### src/evr_pkg.sv
`default_nettype none
package evr_pkg;

  localparam int VALUE_W   = 32;              // value width
  localparam int FRAC_BITS = 16;              // fraction bits of values and of t
  localparam int TIME_W    = 32;              // time field width
  localparam int LEN_W     = TIME_W - 1;      // nonnegative time
  localparam int DIFF_W    = VALUE_W + 1;     // end - start
  localparam int T_W       = FRAC_BITS + 1;   // t in [0, ONE]
  localparam int U_W       = FRAC_BITS + 2;   // 3*ONE - 2*t
  localparam int PROD_W    = DIFF_W + U_W + 1;
  localparam int CNT_W     = (T_W > 1) ? $clog2(T_W) : 1;

  typedef enum logic [3:0] {
    ST_IDLE,
    ST_UPD,
    ST_DIV_INIT,
    ST_DIV,
    ST_CHECK,
    ST_MUL_S,
    ST_MUL_U,
    ST_EASE,
    ST_MUL_D,
    ST_ADD,
    ST_DONE
  } state_e;

  localparam logic REQ_ADVANCE  = 1'b0;
  localparam logic REQ_RETARGET = 1'b1;

endpackage
`default_nettype wire

### src/eased_value_ramp.sv
`default_nettype none
// A zero-length ramp skips the divider; otherwise the 17-step restoring divider for t
// runs, and unless t lands on zero or one, one shared multiplier runs up to three
// products (one for a linear ramp, three with easing).
// One word at a time: the next input word is taken the cycle after its predecessor
// is written to the output register. Async active-low
// reset clears the ramp state (start, end, length, elapsed, mode) to zero.
module eased_value_ramp (
  input  wire                                   clk_i,
  input  wire                                   rst_ni,
  input  wire                                   in_valid_i,
  output logic                                  in_stall_o,
  input  wire  [0:0]                            req_type_i,
  input  wire  signed [evr_pkg::TIME_W-1:0]     delta_time_i,
  input  wire  signed [evr_pkg::VALUE_W-1:0]    target_value_i,
  input  wire  signed [evr_pkg::TIME_W-1:0]     ramp_time_i,
  input  wire  [0:0]                            use_easing_i,
  output logic                                  out_valid_o,
  input  wire                                   out_stall_i,
  output logic signed [evr_pkg::VALUE_W-1:0]    current_value_o
);
  import evr_pkg::*;

  localparam logic [U_W-1:0] THREE_ONE = U_W'(3) << FRAC_BITS;

  state_e state_q, state_d;

  // ramp state
  logic [VALUE_W-1:0] start_q, end_q;
  logic [LEN_W-1:0]   len_q, elapsed_q;
  logic               smooth_q;

  // captured request
  logic               req_type_q;
  logic [TIME_W-1:0]  dt_q, ramp_q;
  logic [VALUE_W-1:0] target_q;
  logic               ease_q;

  // divider
  logic [LEN_W:0]     rem_q;
  logic               dbit_q;
  logic [T_W-1:0]     t_q;
  logic [CNT_W-1:0]   cnt_q;
  logic [LEN_W:0]     trial;
  logic               ge;

  // shared multiplier
  logic signed [DIFF_W-1:0] mul_a;
  logic [U_W-1:0]           mul_b;
  logic signed [U_W:0]      mul_bs;
  logic signed [PROD_W-1:0] mul_p;
  logic signed [PROD_W-1:0] prod_q;
  logic signed [DIFF_W-1:0] diff_q;

  logic [VALUE_W-1:0] result_q;
  logic               out_valid_q;
  logic [VALUE_W-1:0] out_q;

  logic               in_acc, out_load;
  logic [LEN_W:0]     sum;
  logic [LEN_W-1:0]   dt_nn, ramp_nn;
  logic [U_W-1:0]     u_val;

  assign in_acc = in_valid_i && (state_q == ST_IDLE);

  assign trial = {rem_q[LEN_W-1:0], dbit_q};
  assign ge    = (trial >= {1'b0, len_q});

  assign dt_nn   = dt_q[TIME_W-1] ? '0 : dt_q[LEN_W-1:0];
  assign ramp_nn = ramp_q[TIME_W-1] ? '0 : ramp_q[LEN_W-1:0];
  assign sum     = {1'b0, elapsed_q} + {1'b0, dt_nn};
  assign u_val   = THREE_ONE - {t_q, 1'b0};

  always_comb begin
    case (state_q)
      ST_MUL_S: begin
        mul_a = {{(DIFF_W-T_W){1'b0}}, t_q};
        mul_b = {{(U_W-T_W){1'b0}}, t_q};
      end
      ST_MUL_U: begin
        mul_a = {{(DIFF_W-T_W){1'b0}}, prod_q[FRAC_BITS +: T_W]};
        mul_b = u_val;
      end
      default: begin
        mul_a = diff_q;
        mul_b = {{(U_W-T_W){1'b0}}, t_q};
      end
    endcase
  end

  assign mul_bs = {1'b0, mul_b};
  assign mul_p  = PROD_W'(mul_a) * PROD_W'(mul_bs);

  // sequencer
  always_ff @(posedge clk_i or negedge rst_ni) begin
    if (!rst_ni) begin
      state_q <= ST_IDLE;
    end else begin
      state_q <= state_d;
    end
  end

  always_comb begin
    state_d  = state_q;
    out_load = 1'b0;
    case (state_q)
      ST_IDLE: begin
        if (in_acc) state_d = ST_UPD;
      end
      ST_UPD:      state_d = ST_DIV_INIT;
      ST_DIV_INIT: state_d = (len_q == '0) ? ST_DONE : ST_DIV;
      ST_DIV: begin
        if (cnt_q == CNT_W'(T_W - 1)) state_d = ST_CHECK;
      end
      ST_CHECK: begin
        if (t_q == '0 || t_q[FRAC_BITS]) begin
          state_d = ST_DONE;
        end else if (smooth_q) begin
          state_d = ST_MUL_S;
        end else begin
          state_d = ST_MUL_D;
        end
      end
      ST_MUL_S: state_d = ST_MUL_U;
      ST_MUL_U: state_d = ST_EASE;
      ST_EASE:  state_d = ST_MUL_D;
      ST_MUL_D: state_d = ST_ADD;
      ST_ADD:   state_d = ST_DONE;
      ST_DONE: begin
        if (!out_valid_q || !out_stall_i) begin
          out_load = 1'b1;
          state_d  = ST_IDLE;
        end
      end
      default: state_d = ST_IDLE;
    endcase
  end

  // ramp state and output valid
  always_ff @(posedge clk_i or negedge rst_ni) begin
    if (!rst_ni) begin
      start_q     <= '0;
      end_q       <= '0;
      len_q       <= '0;
      elapsed_q   <= '0;
      smooth_q    <= 1'b0;
      out_valid_q <= 1'b0;
    end else begin
      if (state_q == ST_UPD && req_type_q == REQ_ADVANCE) begin
        elapsed_q <= (sum > {1'b0, len_q}) ? len_q : sum[LEN_W-1:0];
      end
      if (out_load && req_type_q == REQ_RETARGET) begin
        start_q   <= result_q;
        end_q     <= target_q;
        len_q     <= ramp_nn;
        elapsed_q <= '0;
        smooth_q  <= ease_q;
      end
      if (out_load) begin
        out_valid_q <= 1'b1;
      end else if (!out_stall_i) begin
        out_valid_q <= 1'b0;
      end
    end
  end

  // datapath
  always_ff @(posedge clk_i) begin
    if (in_acc) begin
      req_type_q <= req_type_i;
      dt_q       <= delta_time_i;
      target_q   <= target_value_i;
      ramp_q     <= ramp_time_i;
      ease_q     <= use_easing_i;
    end
    case (state_q)
      ST_DIV_INIT: begin
        // quotient of (elapsed << FRAC_BITS) / length needs FRAC_BITS+1 steps
        rem_q    <= {2'b00, elapsed_q[LEN_W-1:1]};
        dbit_q   <= elapsed_q[0];
        t_q      <= '0;
        cnt_q    <= '0;
        result_q <= end_q;
      end
      ST_DIV: begin
        rem_q  <= ge ? (trial - {1'b0, len_q}) : trial;
        dbit_q <= 1'b0;
        t_q    <= {t_q[T_W-2:0], ge};
        cnt_q  <= cnt_q + CNT_W'(1);
      end
      ST_CHECK: begin
        diff_q   <= {end_q[VALUE_W-1], end_q} - {start_q[VALUE_W-1], start_q};
        result_q <= (t_q == '0) ? start_q : end_q;
      end
      ST_MUL_S, ST_MUL_U, ST_MUL_D: begin
        prod_q <= mul_p;
      end
      ST_EASE: begin
        t_q <= prod_q[FRAC_BITS +: T_W];
      end
      ST_ADD: begin
        result_q <= start_q + prod_q[FRAC_BITS +: VALUE_W];
      end
      default: begin
      end
    endcase
    if (out_load) begin
      // a retarget with zero length lands on its end value at once
      out_q <= (req_type_q == REQ_RETARGET && ramp_nn == '0) ? target_q : result_q;
    end
  end

  assign in_stall_o      = (state_q != ST_IDLE);
  assign out_valid_o     = out_valid_q;
  assign current_value_o = out_q;

endmodule
`default_nettype wire

### config.mk
export PLATFORM = sky130hd
export DESIGN_NAME = eased_value_ramp
export DESIGN_NICKNAME = d
export VERILOG_FILES = /design/src/evr_pkg.sv /design/src/eased_value_ramp.sv
export SDC_FILE = /design/constraint.sdc
export NUM_CORES = 2
export LEC_CHECK = 0
export BUFFER_PORTS_ARGS = -buffer_cell sky130_fd_sc_hd__buf_2
export CAP_MARGIN = 15
export CORE_ASPECT_RATIO = 1.25
export CORE_MARGIN = 5
export CORE_UTILIZATION = 45
export CTS_CLUSTER_DIAMETER = 120
export CTS_CLUSTER_SIZE = 30
export DETAILED_ROUTE_END_ITERATION = 6
export HOLD_SLACK_MARGIN = 0.08
export PLACE_DENSITY = 0.69
export REMOVE_ABC_BUFFERS = 1
export SLEW_MARGIN = 40
export SYNTH_ARGS = -nofsm -noshare
export SYNTH_HDL_FRONTEND = slang
export SYNTH_SLANG_ARGS = --single-unit
### constraint.sdc
create_clock -name clk_i -period 18 [get_ports clk_i]
set_input_delay 1.8 -clock clk_i [delete_from_list [all_inputs] [get_ports clk_i]]
set_output_delay 1.8 -clock clk_i [all_outputs]
set_load 0.005 [all_outputs]
==> reports/results.txt <==
Number of setup violations in the final report -> 0
Final Hold Vio Count -> 0
Starting Density -> 0.453
Worst Setup SP -> t_q[0]$_DFFE_PP_
CP most frequent cell -> fa_1
Post-synthesis cell count -> 4552
Clock Path Buffers -> 3
Crit. End Element -> flip-flop
Dpl cells -> 5857
CTS clk-pin slew, worst paths -> 0.13 ns
Worst Tran Pin Value -> 0.930 ns
Final Cycle Share -> 0.521
Post-Synthesis Cell Area -> 0.0436 mm^2
DR vias -> 33400
Worst setup SP type -> flip-flop
Vias in the first global route -> 34900
Port bufs -> 135
Clock Sinks -> 413
Async set or reset register ratio after synthesis -> 0.320
Crit path to -> prod_q[43]$_DFFE_PP_
Area share of the largest cell type after synthesis -> 0.251
Vias per cell -> 5.68
Total global-route track usage -> 0.237
Core area -> 0.0961 mm^2
Hpwl dp -> 95.7 mm
WHS -> 0.514 ns
GR Overflow Total -> 0
Area delta synth->final -> 6.53%
Sequential area share after synthesis -> 0.269
Synth top area cells -> fa_1 (25%), edfxtp_1 (19%), ha_1 (7.9%), dfrtp_1 (7.6%), inv_1 (6.7%)
First-pass GRT wire length -> 192 mm
Fillcell total -> 8913
Largest net degree at the start of global routing -> 85
Net count, final -> 5510
RSZ-0062 raised after global routing -> false
Post-synth EDFFs -> 281
Drt wl/cell -> 20.9 um
DRC Markers -> 0
Die height -> 358 um
Post-synth top area cell -> fa_1
Hold Path Class -> reg2reg
Iteration-0 DRC Markers -> 2397
Hold buffer count at cts -> 0
Avg Inst Size Synth -> 9.57 um^2
Status -> finished clean
Max cap viols -> 0
R2R setup slack -> 8.62 ns
Kind of critical path -> reg2reg
Largest stage delay, worst path -> 0.79 ns
Initial antenna violation count -> 1
Antenna cell count -> 0
Postcts setup bufs -> 0
Post-Layout Cell Count -> 5887
Max-slew violation count -> 0
CTS tree -> built
Min cycle time layout -> 9.38 ns
Antenna Nets Post-Route -> 0
Yosys Warn Count -> 0
CTS root buf -> clkbuf_16
FF/Latch Area -> 0.0117 mm^2
Commonest non-fill, non-tap cells in the layout -> inv_1 (774), nand2_1 (551), fa_1 (547)
Synth cell types -> 94
Most common cell after layout, fill and taps aside -> inv_1
Depth of the worst register-to-register path -> 25
Clock skew -> 0.0437 ns
Layout cell share with drive strength beyond 1 -> 0.0898
Clock latency on the worst-skew pair -> 0.58 ns
Final GP Congestion -> 0.960
CP Max Fanout -> 19
Req. time, crit path -> 18.29 ns
Clock buffer count from CTS -> 17
Die extent in x -> 288 um
FP Rows -> 127
IO Pins -> 136
Worst r2r src -> t_q[0]$_DFFE_PP_
H-tree depth -> 1
Post-CTS Resized -> 0
Setup TNS -> 0 ns
Relative slew slack -> 0.380
Fmax -> 107 MHz
Die Area -> 0.103 mm^2
Pre-antenna DRT Iters -> 6
Ys flop type -> edfxtp_1
Worst path slowest cell -> edfxtp_1
Multi-input logic area -> 0.0285 mm^2
CP arrival -> 9.67 ns
FF+latch count, synth -> 413
DRT Wirelength -> 123 mm
RR Endpoint -> prod_q[43]$_DFFE_PP_
-- cell usage after synthesis, types with 14 or more instances --
cell type,count
o21bai_1,18
clkbuf_1,169
nor4_1,24
xor2_1,47
nand4_1,47
nor2_1,365
o21ai_1,14
a31oi_1,16
or3_1,15
a22oi_1,18
xnor2_1,101
edfxtp_1,281
o311ai_0,18
nand2_1,554
fa_1,547
a21o_1,77
o21a_1,30
a21oi_1,125
o221ai_1,17
nor2b_1,64
dfrtp_1,132
nor3_1,57
nand3_1,75
inv_1,774
mux2i_1,38
o21ai_0,167
and2_1,32
ha_1,275
and3_1,17
a22o_1,15
nand2b_1,52
mux2_2,102
buf_2,16
o211ai_1,29
-- flip-flops by register name, summed over array words and instances (netlist names) --
signal	flops
diff_q	33
result_q	32
out_valid_o	1
start_q	32
dbit_q	1
state_q	4
dt_q	32
target_q	32
end_q	32
current_value_o	32
ease_q	1
prod_q	32
ramp_q	32
req_type_q	1
rem_q	31
smooth_q	1
cnt_q	5
len_q	31
elapsed_q	31
t_q	17
-- kinds of logic after synthesis --
group / count (synthesis) / synth area share
AO/OA/AOI/OAI: 702 / 0.110
XOR/XNOR: 148 / 0.0297
adder cells (fa/ha/maj): 822 / 0.330
buffers and inverters: 970 / 0.0844
flip-flops: 413 / 0.269
multiplexers: 141 / 0.0356
other: 1 / 0.0000860
AND/OR/NAND/NOR: 1355 / 0.141
-- worst min path at each step --
stage	slack [ns]	to	startpoint	cells past startpoint
floorplan	0.46	smooth_q$_DFFE_PN0P_	ease_q$_DFFE_PP_	1
global placement	0.48	start_q[22]$_DFFE_PN0P_	result_q[22]$_DFFE_PP_	1
detailed placement	0.49	end_q[5]$_DFFE_PN0P_	target_q[5]$_DFFE_PP_	1
CTS	0.52	end_q[5]$_DFFE_PN0P_	target_q[5]$_DFFE_PP_	1
global route	0.54	start_q[0]$_DFFE_PN0P_	result_q[0]$_DFFE_PP_	1
finish	0.51	end_q[5]$_DFFE_PN0P_	target_q[5]$_DFFE_PP_	1
-- through the flow --
step	utilization	worst slack, ns	cell area [um^2]
floorplan	-	8.46	42900
global placement	0.476	8.85	45800
detailed placement	0.478	8.75	45900
CTS	0.483	8.70	46400
global route	0.483	8.27	46400
finish	0.483	8.62	46400
-- final cells by class --
class                           count  share of cell area
Clock buffer                       28              0.0105
Timing Repair Buffer              199              0.0255
Tap cell                         1290              0.0348
Sequential cell                   413               0.253
Clock inverter                      2            0.000296
Inverter                          774              0.0626
Multi-Input combinational cell   3181               0.613
-- layer usage --
layer / part of all wire / wire length [um] / global-route usage
met5: 0.00011 / 13 / 0
met4: 0.076 / 9290 / 0.140
met3: 0.062 / 7680 / 0.0284
met2: 0.50 / 61800 / 0.425
met1: 0.36 / 44200 / 0.270
-- worst max-delay path, delay by kind of cell, from the launching register on --
| kind | cells | cell delay [ns] |
|---|---|---|
| adder cells (fa/ha/maj) | 8 | 3.54 |
| AO/OA/AOI/OAI | 9 | 2.49 |
| AND/OR/NAND/NOR | 5 | 1.75 |
| flip-flops | 1 | 0.79 |
| buffers and inverters | 3 | 0.52 |
Power is left out: the tool's default activity adds up to more than one toggle a clock period on the data nets, which glitch-free logic cannot reach.
